[config.mk]
export PLATFORM = sky130hd
export DESIGN_NAME = least_loaded_task_dispatcher_core_flat
export DESIGN_NICKNAME = d
export VERILOG_FILES = /design/src/rtl/lltd_pkg.sv /design/src/rtl/lltd_if.sv /design/src/rtl/lltd_cell.sv /design/src/rtl/lltd_task_ram.sv /design/src/rtl/least_loaded_task_dispatcher_core.sv /design/src/flat_wrapper.sv
export SDC_FILE = /design/constraint.sdc
export NUM_CORES = 2
export LEC_CHECK = 0
export ABC_AREA = 1
export BUFFER_PORTS_ARGS = -buffer_cell sky130_fd_sc_hd__buf_4
export CORE_MARGIN = 3
export CORE_UTILIZATION = 43
export CTS_BUF_LIST = sky130_fd_sc_hd__clkbuf_8
export CTS_CLUSTER_DIAMETER = 100
export DETAILED_ROUTE_END_ITERATION = 10
export GPL_TIMING_DRIVEN = 1
export PLACE_DENSITY = 0.59
export REMOVE_ABC_BUFFERS = 1
export SYNTH_ARGS = -nofsm -noshare
export SYNTH_HDL_FRONTEND = slang
export SYNTH_SLANG_ARGS = --single-unit
[constraint.sdc]
create_clock -name clk -period 4.5 [get_ports clk]
set_input_delay 1.35 -clock clk [delete_from_list [all_inputs] [get_ports clk]]
set_output_delay 1.35 -clock clk [all_outputs]
set_load 0.05 [all_outputs]
[src/rtl/lltd_pkg.sv]
// Package for the least-loaded task dispatcher: event and status codes,
// cell payload and control types, and the load score function. No dependencies.
package lltd_pkg;

	localparam int KIND_BITS   = 3;
	localparam int WID_BITS    = 4;
	localparam int LOAD_BITS   = 10;
	localparam int SCORE_BITS  = 14;
	localparam int STATUS_BITS = 2;

	typedef enum logic [KIND_BITS-1:0] {
		KIND_SUBMIT  = 3'd0,
		KIND_CONNECT = 3'd1,
		KIND_IDLE    = 3'd2,
		KIND_LOAD    = 3'd3,
		KIND_FAIL    = 3'd4
	} kind_t;

	typedef enum logic [STATUS_BITS-1:0] {
		ST_OK      = 2'd0,
		ST_FULL    = 2'd1,
		ST_UNKNOWN = 2'd2
	} status_t;

	typedef enum logic [2:0] {
		S_IDLE,
		S_EVT,
		S_CHK,
		S_SCAN,
		S_SEL,
		S_DONE
	} state_t;

	// Payload of one idle-queue cell.
	typedef struct packed {
		logic [WID_BITS-1:0]   id;
		logic [SCORE_BITS-1:0] score;
	} cell_data_t;

	// Per-cell control: load from the write bus, or take the right neighbor.
	typedef struct packed {
		logic wr;
		logic shift;
	} cell_ctl_t;

	// 7*cpu + 3*mem without multipliers.
	function automatic logic [SCORE_BITS-1:0] score_f(
		input logic [LOAD_BITS-1:0] cpu,
		input logic [LOAD_BITS-1:0] mem
	);
		logic [SCORE_BITS-1:0] c;
		logic [SCORE_BITS-1:0] m;
		c = SCORE_BITS'(cpu);
		m = SCORE_BITS'(mem);
		return (c << 3) - c + (m << 1) + m;
	endfunction

endpackage

[src/rtl/lltd_if.sv]
// Valid/ready channel interfaces for events and dispatch results.
// Depends on lltd_pkg for field widths.
interface lltd_evt_if #(parameter int TAG_BITS = 16);
	logic                           valid;
	logic                           ready;
	logic [lltd_pkg::KIND_BITS-1:0] kind;
	logic [TAG_BITS-1:0]            task_tag;
	logic [lltd_pkg::WID_BITS-1:0]  slot_id;
	logic [lltd_pkg::LOAD_BITS-1:0] cpu_load;
	logic [lltd_pkg::LOAD_BITS-1:0] mem_load;
	modport source (output valid, kind, task_tag, slot_id, cpu_load, mem_load, input ready);
	modport sink   (input valid, kind, task_tag, slot_id, cpu_load, mem_load, output ready);
endinterface

interface lltd_res_if #(parameter int TAG_BITS = 16);
	logic                             valid;
	logic                             ready;
	logic                             dispatched;
	logic [TAG_BITS-1:0]              out_task;
	logic [lltd_pkg::WID_BITS-1:0]    out_worker;
	logic [lltd_pkg::SCORE_BITS-1:0]  pick_score;
	logic [lltd_pkg::STATUS_BITS-1:0] status;
	modport source (output valid, dispatched, out_task, out_worker, pick_score, status,
		input ready);
	modport sink   (input valid, dispatched, out_task, out_worker, pick_score, status,
		output ready);
endinterface

[src/rtl/lltd_cell.sv]
// One idle-queue cell: holds a worker id and its score.
// Depends on lltd_pkg for the payload and control structs.
module lltd_cell (
	input  logic                 clk,
	input  lltd_pkg::cell_ctl_t  ctl,
	input  lltd_pkg::cell_data_t wr_data,
	input  lltd_pkg::cell_data_t nbr_data,
	output lltd_pkg::cell_data_t data
);
	lltd_pkg::cell_data_t data_q;

	// Payload only: occupancy lives in the queue count.
	always_ff @(posedge clk) begin
		if (ctl.wr) begin
			data_q <= wr_data;
		end else if (ctl.shift) begin
			data_q <= nbr_data;
		end
	end

	assign data = data_q;
endmodule

[src/rtl/lltd_task_ram.sv]
// Task deque storage: one write port, one registered read port.
// No package dependencies.
module lltd_task_ram #(
	parameter int DEPTH = 64,
	parameter int WIDTH = 16,
	parameter int AW    = 6
) (
	input  logic             clk,
	input  logic             we,
	input  logic [AW-1:0]    waddr,
	input  logic [WIDTH-1:0] wdata,
	input  logic             re,
	input  logic [AW-1:0]    raddr,
	output logic [WIDTH-1:0] rdata
);
	logic [WIDTH-1:0] mem [DEPTH];
	logic [WIDTH-1:0] rdata_q;

	always_ff @(posedge clk) begin
		if (we) begin
			mem[waddr] <= wdata;
		end
		if (re) begin
			rdata_q <= mem[raddr];
		end
	end

	assign rdata = rdata_q;
endmodule

[src/rtl/least_loaded_task_dispatcher_core.sv]
// Least-loaded task dispatcher top level: FSM, worker tables, idle-queue cell chain.
// Depends on lltd_pkg, lltd_if, lltd_cell and lltd_task_ram.
//
//  channel | dir | transaction
//  --------+-----+--------------------------------------------------------------
//  evt     | in  | one event: kind, task_tag, slot_id, cpu_load, mem_load
//  res     | out | one result per event: dispatched, out_task, out_worker,
//          |     | pick_score, status
//
// An event passes through the event, check, scan, select and done states; the idle queue
// scan reads one cell per cycle, and an event with nothing to dispatch skips scan and select.
// Events are handled one at a time; evt.ready is high only between events.
// A finished result waits in the output register while the next event is
// accepted; the block stalls at the end of an event only if that register is full.
// Reset clears counts, worker flags and load tables; the deque and cells need none.
module least_loaded_task_dispatcher_core #(
	parameter int TASK_DEPTH  = 64,
	parameter int NUM_WORKERS = 16,
	parameter int TAG_BITS    = 16
) (
	input  logic  clk,
	input  logic  arst_n,
	lltd_evt_if.sink   evt,
	lltd_res_if.source res
);
	localparam int AW  = (TASK_DEPTH > 1) ? $clog2(TASK_DEPTH) : 1;
	localparam int CNW = $clog2(TASK_DEPTH + 1);
	localparam int CW  = $clog2(NUM_WORKERS);
	localparam int ICW = $clog2(NUM_WORKERS + 1);
	localparam int WB  = lltd_pkg::WID_BITS;
	localparam int LB  = lltd_pkg::LOAD_BITS;
	localparam int SB  = lltd_pkg::SCORE_BITS;
	localparam int STB = lltd_pkg::STATUS_BITS;

	lltd_pkg::state_t state_q, state_d;

	// Latched event.
	logic [lltd_pkg::KIND_BITS-1:0] kind_q;
	logic [TAG_BITS-1:0]            tag_q;
	logic [WB-1:0]                  wid_q;
	logic [LB-1:0]                  cpu_in_q, mem_in_q;

	// Deque control.
	logic [AW-1:0]  head_q;
	logic [CNW-1:0] tcnt_q;

	// Worker tables and flags.
	logic [LB-1:0]          cpu_q [NUM_WORKERS];
	logic [LB-1:0]          mem_q [NUM_WORKERS];
	logic [NUM_WORKERS-1:0] reg_q;
	logic [NUM_WORKERS-1:0] idle_q;
	logic [LB-1:0]          rd_cpu_q, rd_mem_q;

	// Idle queue.
	logic [ICW-1:0] icnt_q;
	logic [CW-1:0]  scan_q;
	logic [CW-1:0]  best_pos_q;
	logic [SB-1:0]  best_score_q;

	// Pending result and output register.
	logic [STB-1:0]      p_status_q;
	logic                p_disp_q;
	logic [TAG_BITS-1:0] p_task_q;
	logic [WB-1:0]       p_worker_q;
	logic [SB-1:0]       p_score_q;
	logic                out_valid_q;
	logic [STB-1:0]      o_status_q;
	logic                o_disp_q;
	logic [TAG_BITS-1:0] o_task_q;
	logic [WB-1:0]       o_worker_q;
	logic [SB-1:0]       o_score_q;

	logic                in_fire, out_fire;
	logic [CW-1:0]       widx, widx_in;
	logic                slot_ok, wreg, widle, tfull, do_disp;
	logic [AW:0]         tail_sum;
	logic [AW-1:0]       tail, head_dec, head_inc;
	logic [CW-1:0]       match_pos;
	logic [STB-1:0]      evt_status;

	// Cell chain wiring.
	lltd_pkg::cell_ctl_t  ctl  [NUM_WORKERS];
	lltd_pkg::cell_data_t cdat [NUM_WORKERS];
	lltd_pkg::cell_data_t nbr  [NUM_WORKERS];
	lltd_pkg::cell_data_t wr_bus;
	logic                 c_wr, c_shift;
	logic [CW-1:0]        c_wr_pos, c_shift_pos;

	// Deque RAM.
	logic                ram_we, ram_re;
	logic [AW-1:0]       ram_waddr;
	logic [TAG_BITS-1:0] ram_rdata;

	assign in_fire  = evt.valid && evt.ready;
	assign out_fire = out_valid_q && res.ready;
	assign widx_in  = CW'(evt.slot_id);
	assign widx     = CW'(wid_q);
	assign slot_ok  = ({{(32-WB){1'b0}}, wid_q} < 32'(NUM_WORKERS));
	assign wreg     = reg_q[widx];
	assign widle    = idle_q[widx];
	assign tfull    = (tcnt_q == CNW'(TASK_DEPTH));
	assign do_disp  = (tcnt_q != '0) && (icnt_q != '0);

	// Circular deque pointer arithmetic for any depth.
	assign tail_sum = {1'b0, head_q} + (AW+1)'(tcnt_q);
	assign tail     = (tail_sum >= (AW+1)'(TASK_DEPTH)) ?
		AW'(tail_sum - (AW+1)'(TASK_DEPTH)) : AW'(tail_sum);
	assign head_dec = (head_q == '0) ? AW'(TASK_DEPTH - 1) : head_q - AW'(1);
	assign head_inc = (head_q == AW'(TASK_DEPTH - 1)) ? '0 : head_q + AW'(1);

	// Locate the event's worker in the idle queue (ids are unique there).
	always_comb begin
		match_pos = '0;
		for (int j = 0; j < NUM_WORKERS; j++) begin
			if ((ICW'(j) < icnt_q) && (cdat[j].id == wid_q)) begin
				match_pos = CW'(j);
			end
		end
	end

	// Status of the latched event: bad slot or unregistered worker, then a full deque.
	always_comb begin
		evt_status = lltd_pkg::ST_OK;
		case (kind_q)
			lltd_pkg::KIND_SUBMIT: begin
				if (tfull) evt_status = lltd_pkg::ST_FULL;
			end
			lltd_pkg::KIND_CONNECT, lltd_pkg::KIND_IDLE,
			lltd_pkg::KIND_LOAD, lltd_pkg::KIND_FAIL: begin
				if (!slot_ok) begin
					evt_status = lltd_pkg::ST_UNKNOWN;
				end else if ((kind_q != lltd_pkg::KIND_CONNECT) && !wreg) begin
					evt_status = lltd_pkg::ST_UNKNOWN;
				end else if ((kind_q == lltd_pkg::KIND_FAIL) && tfull) begin
					evt_status = lltd_pkg::ST_FULL;
				end
			end
			default: ;
		endcase
	end

	// Next state.
	always_comb begin
		state_d = state_q;
		unique case (state_q)
			lltd_pkg::S_IDLE: if (in_fire) state_d = lltd_pkg::S_EVT;
			lltd_pkg::S_EVT:  state_d = lltd_pkg::S_CHK;
			lltd_pkg::S_CHK:  state_d = do_disp ? lltd_pkg::S_SCAN : lltd_pkg::S_DONE;
			lltd_pkg::S_SCAN: if (ICW'(scan_q) == icnt_q - ICW'(1)) state_d = lltd_pkg::S_SEL;
			lltd_pkg::S_SEL:  state_d = lltd_pkg::S_DONE;
			lltd_pkg::S_DONE: if (!out_valid_q || res.ready) state_d = lltd_pkg::S_IDLE;
			default:          state_d = lltd_pkg::S_IDLE;
		endcase
	end

	// Outputs of the sequencer: handshake, RAM strobes, cell chain control.
	always_comb begin
		evt.ready   = (state_q == lltd_pkg::S_IDLE);
		ram_we      = 1'b0;
		ram_waddr   = tail;
		ram_re      = 1'b0;
		c_wr        = 1'b0;
		c_wr_pos    = CW'(icnt_q);
		c_shift     = 1'b0;
		c_shift_pos = match_pos;
		wr_bus.id    = wid_q;
		wr_bus.score = '0;
		unique case (state_q)
			lltd_pkg::S_EVT: begin
				case (kind_q)
					lltd_pkg::KIND_SUBMIT: begin
						ram_we = !tfull;
					end
					lltd_pkg::KIND_CONNECT: begin
						// Idle worker keeps its place with a zero score; busy one appends.
						if (slot_ok) begin
							c_wr     = widle || (icnt_q < ICW'(NUM_WORKERS));
							c_wr_pos = widle ? match_pos : CW'(icnt_q);
						end
					end
					lltd_pkg::KIND_IDLE: begin
						if (slot_ok && wreg && !widle && (icnt_q < ICW'(NUM_WORKERS))) begin
							c_wr         = 1'b1;
							wr_bus.score = lltd_pkg::score_f(rd_cpu_q, rd_mem_q);
						end
					end
					lltd_pkg::KIND_LOAD: begin
						if (slot_ok && wreg && widle) begin
							c_wr         = 1'b1;
							c_wr_pos     = match_pos;
							wr_bus.score = lltd_pkg::score_f(cpu_in_q, mem_in_q);
						end
					end
					lltd_pkg::KIND_FAIL: begin
						if (slot_ok && wreg) begin
							c_shift   = widle;
							ram_we    = !tfull;
							ram_waddr = head_dec;
						end
					end
					default: ;
				endcase
			end
			lltd_pkg::S_CHK: ram_re = do_disp;
			lltd_pkg::S_SEL: begin
				c_shift     = 1'b1;
				c_shift_pos = best_pos_q;
			end
			default: ;
		endcase
	end

	// Per-cell enables: write one cell, or shift every cell at or right of the hole.
	always_comb begin
		for (int j = 0; j < NUM_WORKERS; j++) begin
			ctl[j].wr    = c_wr && (c_wr_pos == CW'(j));
			ctl[j].shift = c_shift && (CW'(j) >= c_shift_pos);
			nbr[j]       = (j == NUM_WORKERS - 1) ? '0 : cdat[(j + 1) % NUM_WORKERS];
		end
	end

	for (genvar g = 0; g < NUM_WORKERS; g++) begin : g_cell
		lltd_cell u_cell (
			.clk      (clk),
			.ctl      (ctl[g]),
			.wr_data  (wr_bus),
			.nbr_data (nbr[g]),
			.data     (cdat[g])
		);
	end

	lltd_task_ram #(
		.DEPTH (TASK_DEPTH),
		.WIDTH (TAG_BITS),
		.AW    (AW)
	) u_ram (
		.clk   (clk),
		.we    (ram_we),
		.waddr (ram_waddr),
		.wdata (tag_q),
		.re    (ram_re),
		.raddr (head_q),
		.rdata (ram_rdata)
	);

	// Payload latches: event fields and the table read for appends.
	always_ff @(posedge clk) begin
		if (in_fire) begin
			kind_q   <= evt.kind;
			tag_q    <= evt.task_tag;
			wid_q    <= evt.slot_id;
			cpu_in_q <= evt.cpu_load;
			mem_in_q <= evt.mem_load;
			rd_cpu_q <= cpu_q[widx_in];
			rd_mem_q <= mem_q[widx_in];
		end
	end

	// Control state, tables and results.
	always_ff @(posedge clk or negedge arst_n) begin
		if (!arst_n) begin
			state_q      <= lltd_pkg::S_IDLE;
			head_q       <= '0;
			tcnt_q       <= '0;
			icnt_q       <= '0;
			reg_q        <= '0;
			idle_q       <= '0;
			scan_q       <= '0;
			best_pos_q   <= '0;
			best_score_q <= '0;
			out_valid_q  <= 1'b0;
			p_status_q   <= '0;
			p_disp_q     <= 1'b0;
			p_task_q     <= '0;
			p_worker_q   <= '0;
			p_score_q    <= '0;
			o_status_q   <= '0;
			o_disp_q     <= 1'b0;
			o_task_q     <= '0;
			o_worker_q   <= '0;
			o_score_q    <= '0;
			for (int j = 0; j < NUM_WORKERS; j++) begin
				cpu_q[j] <= '0;
				mem_q[j] <= '0;
			end
		end else begin
			state_q <= state_d;
			// The done stage reloads the output register itself on a drain.
			if (out_fire && (state_q != lltd_pkg::S_DONE)) begin
				out_valid_q <= 1'b0;
			end
			unique case (state_q)
				lltd_pkg::S_EVT: begin
					p_status_q <= evt_status;
					p_disp_q   <= 1'b0;
					p_task_q   <= '0;
					p_worker_q <= '0;
					p_score_q  <= '0;
					case (kind_q)
						lltd_pkg::KIND_SUBMIT: begin
							if (!tfull) tcnt_q <= tcnt_q + CNW'(1);
						end
						lltd_pkg::KIND_CONNECT, lltd_pkg::KIND_IDLE,
						lltd_pkg::KIND_LOAD, lltd_pkg::KIND_FAIL: begin
							if (!slot_ok) begin
								// Drop the event.
							end else if (kind_q == lltd_pkg::KIND_CONNECT) begin
								reg_q[widx] <= 1'b1;
								cpu_q[widx] <= '0;
								mem_q[widx] <= '0;
								if (!widle && (icnt_q < ICW'(NUM_WORKERS))) begin
									idle_q[widx] <= 1'b1;
									icnt_q       <= icnt_q + ICW'(1);
								end
							end else if (!wreg) begin
								// Drop the event.
							end else if (kind_q == lltd_pkg::KIND_IDLE) begin
								if (!widle && (icnt_q < ICW'(NUM_WORKERS))) begin
									idle_q[widx] <= 1'b1;
									icnt_q       <= icnt_q + ICW'(1);
								end
							end else if (kind_q == lltd_pkg::KIND_LOAD) begin
								cpu_q[widx] <= cpu_in_q;
								mem_q[widx] <= mem_in_q;
							end else begin
								// Failure: drop from the idle queue, unregister, requeue.
								if (widle) begin
									idle_q[widx] <= 1'b0;
									icnt_q       <= icnt_q - ICW'(1);
								end
								reg_q[widx] <= 1'b0;
								if (!tfull) begin
									head_q <= head_dec;
									tcnt_q <= tcnt_q + CNW'(1);
								end
							end
						end
						default: ;
					endcase
				end
				lltd_pkg::S_CHK: begin
					scan_q <= '0;
				end
				lltd_pkg::S_SCAN: begin
					// Strict less-than keeps the earlier-queued worker on ties.
					if ((scan_q == '0) || (cdat[scan_q].score < best_score_q)) begin
						best_score_q <= cdat[scan_q].score;
						best_pos_q   <= scan_q;
					end
					scan_q <= scan_q + CW'(1);
				end
				lltd_pkg::S_SEL: begin
					p_disp_q   <= 1'b1;
					p_task_q   <= ram_rdata;
					p_worker_q <= cdat[best_pos_q].id;
					p_score_q  <= best_score_q;
					idle_q[CW'(cdat[best_pos_q].id)] <= 1'b0;
					icnt_q     <= icnt_q - ICW'(1);
					tcnt_q     <= tcnt_q - CNW'(1);
					head_q     <= head_inc;
				end
				lltd_pkg::S_DONE: begin
					if (!out_valid_q || res.ready) begin
						out_valid_q <= 1'b1;
						o_status_q  <= p_status_q;
						o_disp_q    <= p_disp_q;
						o_task_q    <= p_task_q;
						o_worker_q  <= p_worker_q;
						o_score_q   <= p_score_q;
					end
				end
				default: ;
			endcase
		end
	end

	assign res.valid      = out_valid_q;
	assign res.dispatched = o_disp_q;
	assign res.out_task   = o_task_q;
	assign res.out_worker = o_worker_q;
	assign res.pick_score = o_score_q;
	assign res.status     = o_status_q;

	// Hold queue counts within their capacities.
	a_icnt: assert property (@(posedge clk) disable iff (!arst_n)
		icnt_q <= ICW'(NUM_WORKERS)) else $error("idle queue overflow");
	a_tcnt: assert property (@(posedge clk) disable iff (!arst_n)
		tcnt_q <= CNW'(TASK_DEPTH)) else $error("task deque overflow");
	// Dispatch only with a task and an idle worker on hand.
	a_sel: assert property (@(posedge clk) disable iff (!arst_n)
		(state_q == lltd_pkg::S_SEL) |-> (icnt_q != '0) && (tcnt_q != '0))
		else $error("dispatch with an empty queue");
	// Idle flags match the queue occupancy.
	a_flags: assert property (@(posedge clk) disable iff (!arst_n)
		(state_q == lltd_pkg::S_IDLE) |-> ($countones(idle_q) == int'(icnt_q)))
		else $error("idle flags disagree with queue count");
	// An accepted event always enters the event stage.
	a_acc: assert property (@(posedge clk) disable iff (!arst_n)
		in_fire |=> (state_q == lltd_pkg::S_EVT)) else $error("event lost");
endmodule
[src/flat_wrapper.sv]
// flat-port wrapper written by rule: the top's interface ports become plain ports
module least_loaded_task_dispatcher_core_flat 
#(
	parameter int TASK_DEPTH  = 64,
	parameter int NUM_WORKERS = 16,
	parameter int TAG_BITS    = 16
)
  (clk, arst_n, evt_valid, evt_kind, evt_task_tag, evt_slot_id, evt_cpu_load, evt_mem_load, evt_ready, res_valid, res_dispatched, res_out_task, res_out_worker, res_pick_score, res_status, res_ready);
  lltd_evt_if #(.TAG_BITS(TAG_BITS)) evt_i ();
  lltd_res_if #(.TAG_BITS(TAG_BITS)) res_i ();
  input  logic clk;
  input  logic arst_n;
  input wire logic [$bits(evt_i.valid)-1:0] evt_valid;
  input wire logic [$bits(evt_i.kind)-1:0] evt_kind;
  input wire logic [$bits(evt_i.task_tag)-1:0] evt_task_tag;
  input wire logic [$bits(evt_i.slot_id)-1:0] evt_slot_id;
  input wire logic [$bits(evt_i.cpu_load)-1:0] evt_cpu_load;
  input wire logic [$bits(evt_i.mem_load)-1:0] evt_mem_load;
  output wire logic [$bits(evt_i.ready)-1:0] evt_ready;
  output wire logic [$bits(res_i.valid)-1:0] res_valid;
  output wire logic [$bits(res_i.dispatched)-1:0] res_dispatched;
  output wire logic [$bits(res_i.out_task)-1:0] res_out_task;
  output wire logic [$bits(res_i.out_worker)-1:0] res_out_worker;
  output wire logic [$bits(res_i.pick_score)-1:0] res_pick_score;
  output wire logic [$bits(res_i.status)-1:0] res_status;
  input wire logic [$bits(res_i.ready)-1:0] res_ready;
  assign evt_i.valid = evt_valid;
  assign evt_i.kind = evt_kind;
  assign evt_i.task_tag = evt_task_tag;
  assign evt_i.slot_id = evt_slot_id;
  assign evt_i.cpu_load = evt_cpu_load;
  assign evt_i.mem_load = evt_mem_load;
  assign evt_ready = evt_i.ready;
  assign res_valid = res_i.valid;
  assign res_dispatched = res_i.dispatched;
  assign res_out_task = res_i.out_task;
  assign res_out_worker = res_i.out_worker;
  assign res_pick_score = res_i.pick_score;
  assign res_status = res_i.status;
  assign res_i.ready = res_ready;
  least_loaded_task_dispatcher_core #(.TASK_DEPTH(TASK_DEPTH), .NUM_WORKERS(NUM_WORKERS), .TAG_BITS(TAG_BITS)) u_core (.clk(clk), .arst_n(arst_n), .evt(evt_i), .res(res_i));
endmodule
# Word-level counts from Yosys, hierarchy flattened
# Memory sizes are Yosys's and may differ from the RTL's. A register that Yosys moved wholly into a read port is not among the register bits.
# Cells that the tools add are included.
word_totals:
  mem_bits_rw: 1024
  in_bits: 47
  out_inout_bits: 39
  memories: 1
  mem_bits_ro: 0
  word_cells: 488
  reg_bits: 821
  latchBits: 0
classes:
  n_lt_le_gt_ge: 43
  n_bitwise: 14
  mul: 0
  n_mux: 158
  n_addsub: 15
  reduce_logical: 103
  shift: 0
  eq_ne: 63
  n_div: 0
mem_list:
  columns: ["name", "words", "width", "read_ports", "rd_ports_with_merged_regs", "write_ports", "line", "rtl"]
  rows:
  - ["u_core.u_ram.mem", 64, 16, 1, 1, 1, "lltd_task_ram.sv:16", "logic [WIDTH-1:0] mem [DEPTH];"]
op_table:
  columns: ["op", "count"]
  rows:
  - ["2-to-1 mux 160 bit", 8]
  - ["2-to-1 mux 18 bit", 34]
  - ["bitwise AND 160 bit", 2]
  - ["bitwise mux 160 bit", 2]
  - ["2-to-1 mux 16 bit", 11]
  - ["inverter 160 bit", 1]
  - ["binary-select mux 18 bit (select 4 bit)", 2]
  - ["binary-select mux 10 bit (select 4 bit)", 2]
  - ["2-to-1 mux 4 bit", 18]
  - ["2-to-1 mux 6 bit", 12]
  - ["2-to-1 mux 14 bit", 5]
  - ["case mux 16 bit (2 select lines)", 2]
  - ["equality test 4 bit", 15]
  - ["logical AND 1 bit", 60]
  - ["case mux 14 bit (2 select lines)", 2]
  - ["2-to-1 mux 10 bit", 5]
  - ["bitwise AND 16 bit", 3]
  - ["demux 10 bit (select 4 bit)", 1]
  - ["less-than comparator 4 x 5 -> 1 bit, first input constant", 8]
  - ["nonzero test 2 bit", 20]
  - ["2-to-1 mux 5 bit", 7]
  - ["2-to-1 mux 7 bit", 5]
  - ["equality test 4 bit, second input constant", 8]
  - ["greater-or-equal comparator 4 bit, first input constant", 8]
  - ["other kinds (69)", 155]

# Logic depth before layout (Yosys ltp)
depth:
  ltp_word: 23
  mapped_depth: 28
  depth_no_buf: 25

# Hierarchy
# Synthesis repeated with hierarchy kept, for this count alone.
unflattened:
  cells_unflattened: 8508
  area_unflattened_um2: 85233.0
modules_own_cells:
  columns: ["mod", "cells_each", "seq_area_each_um2", "area_per_inst_um2", "n_inst"]
  rows:
  - ["lltd_task_ram", 3534, 31230.0, 42300.6, 1]
  - ["least_loaded_task_dispatcher_core", 3742, 13653.1, 30160.2, 1]
  - ["lltd_cell", 77, 540.5, 798.3, 16]

# Least setup slack after synthesis
# No wires, ideal clock.
synth_path:
  path_type: "in2reg"
  startpoint: "input port evt_valid"
  endpoint: "register u_core.cpu_in_q[0], enable pin"
  arrival_ps: 4004
  path_stages: 2
  setup_slack_ps: 12
  required_time_ps: 4015
  setup_time_ps: 485
  n_path_buf: 0
  path_cell_list: "inv_1 > nor2_1"
synth_via:
  elab_chain_len: 1
synth_lines:
  columns: ["element", "line", "rtl"]
  rows:
  - ["start, declared", "flat_wrapper.sv:13", "input wire logic [$bits(evt_i.valid)-1:0] evt_valid;"]
  - ["logical AND 1 bit", "least_loaded_task_dispatcher_core.sv:94", "assign in_fire = evt.valid && evt.ready;"]
  - ["named net u_core.in_fire", "least_loaded_task_dispatcher_core.sv:73", "logic in_fire, out_fire;"]
  - ["end signal, assigned", "least_loaded_task_dispatcher_core.sv:252", "cpu_in_q <= evt.cpu_load;"]
  - ["end, declared", "least_loaded_task_dispatcher_core.sv:41", "logic [LB-1:0] cpu_in_q, mem_in_q;"]
# The timed path passes the listed nets, and every way through them passes these cells.
# A chain may end at the register's enable or synchronous reset.

# Final worst setup path
layout_path:
  startpoint: "register u_core.wid_q[1]"
  endpoint: "register u_core.g_cell[12].u_cell.data_q, in the netlist u_core.g_cell[12].u_cell.data[9], enable pin"
layout_via:
  elab_chain_len: 23
  elab_cells_between_ends: 71
  cone_classes: "order compare: 1; eq/ne: 16; mux: 31; reduce/logical: 23"
layout_lines:
  columns: ["element", "line", "rtl"]
  rows:
  - ["start, declared", "least_loaded_task_dispatcher_core.sv:40", "logic [WB-1:0] wid_q;"]
  - ["start signal, assigned", "least_loaded_task_dispatcher_core.sv:251", "wid_q <= evt.slot_id;"]
  - ["equality test 4 bit", "least_loaded_task_dispatcher_core.sv:115", "if ((ICW'(j) < icnt_q) && (cdat[j].id == wid_q)) begin"]
  - ["logical AND 1 bit", "least_loaded_task_dispatcher_core.sv:115", null]
  - ["2-to-1 mux 1 bit", "least_loaded_task_dispatcher_core.sv:115", null]
  - ["2-to-1 mux 4 bit (14 in a row)", "least_loaded_task_dispatcher_core.sv:115", null]
  - ["2-to-1 mux 4 bit (on tied branches)", "least_loaded_task_dispatcher_core.sv:188, least_loaded_task_dispatcher_core.sv:178", null]
  - ["case mux 4 bit (2 select lines)", "least_loaded_task_dispatcher_core.sv:170", "case (kind_q)"]
  - ["2-to-1 mux 4 bit", "least_loaded_task_dispatcher_core.sv:168", "unique case (state_q)"]
  - ["equality test 4 bit", "least_loaded_task_dispatcher_core.sv:216", "ctl[j].wr = c_wr && (c_wr_pos == CW'(j));"]
  - ["logical AND 1 bit", "least_loaded_task_dispatcher_core.sv:216", null]
  - ["nonzero test 2 bit (no line) *", null, null]
  - ["end signal, assigned", "lltd_cell.sv:15", "data_q <= wr_data;"]
  - ["end signal, assigned", "lltd_cell.sv:17", "data_q <= nbr_data;"]
  - ["end, declared", "lltd_cell.sv:10", "lltd_pkg::cell_data_t data_q;"]
# Every way passes the cells marked *; elsewhere a longest branch is shown, timed or not. The select of a mux whose other input is x is not followed.

==> results by group <==
Die
  – Die Ht: approximately 450 µm
  – Chip width: 447 µm
  – Std-Cell Rows: roughly 160
  – Initial Util: 0.434
  – Io pins: 86
  – Full die area: about 0.2 mm²
  – Core area: just under 0.2 mm²

Job
  – Max_cap viols: 0

Setup path
  – Worst-path maximum fanout: 26
  – Worst reg2reg setup slack: slightly above 0.4 ns
  – Buf/Inv on CP: 1
  – Critical path depth: 15
  – CP top delay family: simple AND/OR/NAND/NOR gates
  – Setup crit start kind: flip-flop
  – CP required: ~5.1 ns
  – Largest stage delay, worst path: 0.64 ns
  – Arrival @ worst endpoint: 4.72 ns
  – Worst r2r dst: u_core.g_cell[12].u_cell.data[9]
  – Crit path from: u_core.wid_q[1]
  – CP cell instances: buf_4 -> nand2_1 -> nand4_1 -> nor3_1 -> nand2_1 -> and2_1 -> nand2_1 -> a21oi_1 -> o21ai_0 -> nand2_1 -> nand2_1 -> o21ai_0 -> nor2_1 -> a21oi_1 -> nand2_1
  – RR Startpoint: u_core.wid_q[1]
  – Most used cell, CP: nand2_1
  – Crit path capture type: flip-flop
  – Crit path to: u_core.g_cell[12].u_cell.data[9]
  – CP max-delay cell: nand2_1
  – R2R cell count: 15
  – Class of the most critical setup path: reg2reg

Finish
  – Share of layout cells above drive strength 1: 0.103
  – Fin nets: roughly 8000
  – Layout area overhead: 11.8%
  – Fill cells: approximately 18000
  – Post-route cell area: 0.0936 mm²

Clock network
  – Clock Latency Late Sink: 1.07 ns
  – Clock Pin Slew Worst Setup and Hold Paths: about 0.07 ns
  – Clock Path Buffers: 4
  – CTS buffer count: between 300 and 400
  – Clk root buf: clkbuf_8
  – Total setup buffers inserted after CTS: 0
  – PostCTS Resize Cnt: 0
  – Hold_buf cts: 0
  – Clock Sink Count: 1861
  – CTS tree: built
  – H-tree Lvls: 5

Synthesis
  – Synthesized area per cell: between 10 and 15 µm²
  – Gate Count Post-Synth: between 7000 and 8000
  – Leading post-synthesis cells by cell area: edfxtp_1, dfrtp_1, o21ai_0
  – Sequential area share after synthesis: 0.639
  – Ys async rst share: 0.253
  – Synth Register Bits: ~1900
  – Netlist cell types: 62
  – Top cell type by total area after synthesis: edfxtp_1
  – EDFF count, synth: between 1000 and 1500
  – Yosys warns: 0
  – Mapped cell area: approximately 0.084 mm²
  – Post-synth top area share: 0.499
  – Main synth FF type: edfxtp_1

STA
  – Ratio of final minimum period to clock period: 0.908
  – Setup_tns: 0 ns
  – Relative slew slack: 0.158
  – Clock Skews: 0.0958 ns
  – Fmax: around 240 MHz
  – Worst-Margin Slew: about 1.2 ns
  – Final hold slack: 0.286 ns
  – RSZ-0062 raised after global routing: no
  – Final Slew Violations: 0
  – Fin worst setup slack: between 0.4 and 0.5 ns
  – Count of final setup violators: 0
  – Tmin final: a little over 4 ns
  – Fin. Hold Viols: 0

Placement
  – Post-DP HPWL: approximately 150 mm
  – DP Area: between 0.08 and 0.09 mm²
  – Setup WS pre-CTS: roughly 0.50 ns
  – Routability cong.: 0.930
  – I/O Buffers: 85

Power and ir drop
  – Cell Pwr Density: ~600 mW/mm²
  – Tot Pwr: ~56 mW
  – Static leakage: 35.6 nW
  – Peak supply drop: 0.000460 V

Drt
  – Final Routed Wirelength: 248 mm
  – Detailed Route Iter0 Violations: 6615
  – Vias: between 60000 and 70000
  – Final ANT Viol Nets: 0
  – Wirelength per Cell: around 23 µm
  – Via density: 5.74
  – Drt first pass iters: 7
  – DR DRC count: 0

Global routing
  – Initial antenna violation count: 2
  – Remaining Overflow, GRT: 0
  – Largest net degree at the start of global routing: around 170
  – Global-route wire length before repair: 375 mm
  – Vias in the first global route: a little over 60000
  – Total Routing Usage GR: 0.245

Outcome
  – Status: finished clean

Min path
  – HP Class: in2async
-- power by group --
group | switching [mW] | total (mW) | internal, mW
Clock | 6.94 | 14.7 | 7.80
Combinational | 14.1 | 19.4 | 5.25
Sequential | 1.15 | 22.0 | 20.9
Total | 22.2 | 56.1 | 33.9
-- worst reg2reg max path, stage by stage, from the launching register on --
cell	delay [ns]
edfxtp_1	0.53
buf_4	0.33
nand2_1	0.14
nand4_1	0.08
nor3_1	0.27
nand2_1	0.11
and2_1	0.17
nand2_1	0.06
a21oi_1	0.07
o21ai_0	0.15
nand2_1	0.12
nand2_1	0.11
o21ai_0	0.45
nor2_1	0.31
a21oi_1	0.11
nand2_1	0.64
-- cell usage in the layout, fill, tap and decap left out, types with 14 or more instances in the layout --
| master | n |
|---|---|
| mux2i_1 | 90 |
| nor3_1 | 21 |
| o22ai_1 | 222 |
| a21oi_1 | 216 |
| ha_1 | 68 |
| nand3_1 | 189 |
| edfxtp_1 | 1391 |
| nor2_4 | 18 |
| nand2_1 | 1484 |
| nor2_1 | 836 |
| inv_1 | 480 |
| xor2_1 | 36 |
| clkbuf_8 | 369 |
| o221ai_1 | 127 |
| o21ai_0 | 1205 |
| dfrtp_1 | 463 |
| inv_2 | 14 |
| fa_1 | 36 |
| o211ai_1 | 123 |
| xnor2_1 | 25 |
| buf_12 | 28 |
| clkinv_2 | 24 |
| clkinv_1 | 47 |
| buf_4 | 318 |
| nand4_1 | 305 |
-- through the flow --
stage / cells / util
detailed placement: 10200 / 0.454
global placement: 10200 / 0.454
floorplan: 7354 / -
finish: 10800 / 0.485
CTS: 10800 / 0.485
global route: 10800 / 0.485
-- kinds of logic (layout without fill, tap and decap cells) --
kind of cell,count (synthesis),after routing,synth area share
multiplexers,90,90,0.0108
XOR/XNOR,61,61,0.00638
flip-flops,1861,1861,0.639
AND/OR/NAND/NOR,2908,2908,0.148
adder cells (fa/ha/maj),104,104,0.0188
buffers and inverters,955,1301,0.0457
other,0,1,0
AO/OA/AOI/OAI,1952,1952,0.132
-- how the worst min path moves through the flow --
| stage | start | to | slack (ns) | depth (start not counted) |
|---|---|---|---|---|
| 6_report | arst_n | u_core.mem_q[88] | 0.29 | 1 |
| 4_1_cts | arst_n | u_core.mem_q[138] | 0.22 | 1 |
| 3_5_place_dp | u_core.u_ram.rdata[2] | u_core.p_task_q[2] | 0.46 | 2 |
| 5_1_grt | arst_n | u_core.mem_q[88] | 0.27 | 1 |
| 3_3_place_gp | u_core.u_ram.rdata[2] | u_core.p_task_q[2] | 0.44 | 2 |
| 2_1_floorplan | u_core.u_ram.rdata[0] | u_core.p_task_q[0] | 0.43 | 2 |
-- final cells by class --
cell class	instances	area, µm²	area share
diodes	1	2.50	0.0000267
clock buffers	368	5060	0.0541
clock inverters	207	1000	0.0107
inverters	378	1440	0.0154
multi-input cells	5115	26400	0.282
flip-flops and latches	1861	53500	0.572
well taps	2526	3160	0.0338
repair buffers	348	2980	0.0318
-- synthesized netlist by cell type (8+ instances only) --
cell type / count
o22ai_1: 222
a21oi_1: 216
or2_2: 8
buf_1: 25
o221ai_1: 127
buf_4: 17
nor2_1: 842
o21ai_0: 1205
a31oi_1: 9
nor2_4: 14
o211ai_1: 123
inv_2: 15
nand4_1: 305
edfxtp_1: 1391
xor2_1: 36
nor3_1: 21
nand3_1: 189
mux2i_1: 90
ha_1: 68
clkbuf_1: 442
fa_1: 36
xnor2_1: 25
nand2_1: 1486
dfrtp_1: 470
inv_1: 354
buf_2: 85
-- layer usage --
layer	up-vias	wire, µm	GRT usage
met5	-	0	0
met4	0	10300	0.105
met3	497	16600	0.0369
met2	2594	119000	0.400
met1	30400	102000	0.325
li1	28500	-	-
-- flip-flops by register name, indices dropped and copies added (netlist names), 14 cells and up, named ones only --
register	count
u_core.g_cell.u_cell.data	288
u_core.res.out_task	16
u_core.cpu_q	160
u_core.idle_q	16
u_core.best_score_q	14
u_core.u_ram.mem	1024
u_core.p_task_q	16
u_core.tag_q	16
u_core.res.pick_score	14
u_core.mem_q	160
u_core.p_score_q	14
u_core.u_ram.rdata	16
(Power assumes the default switching activity.)
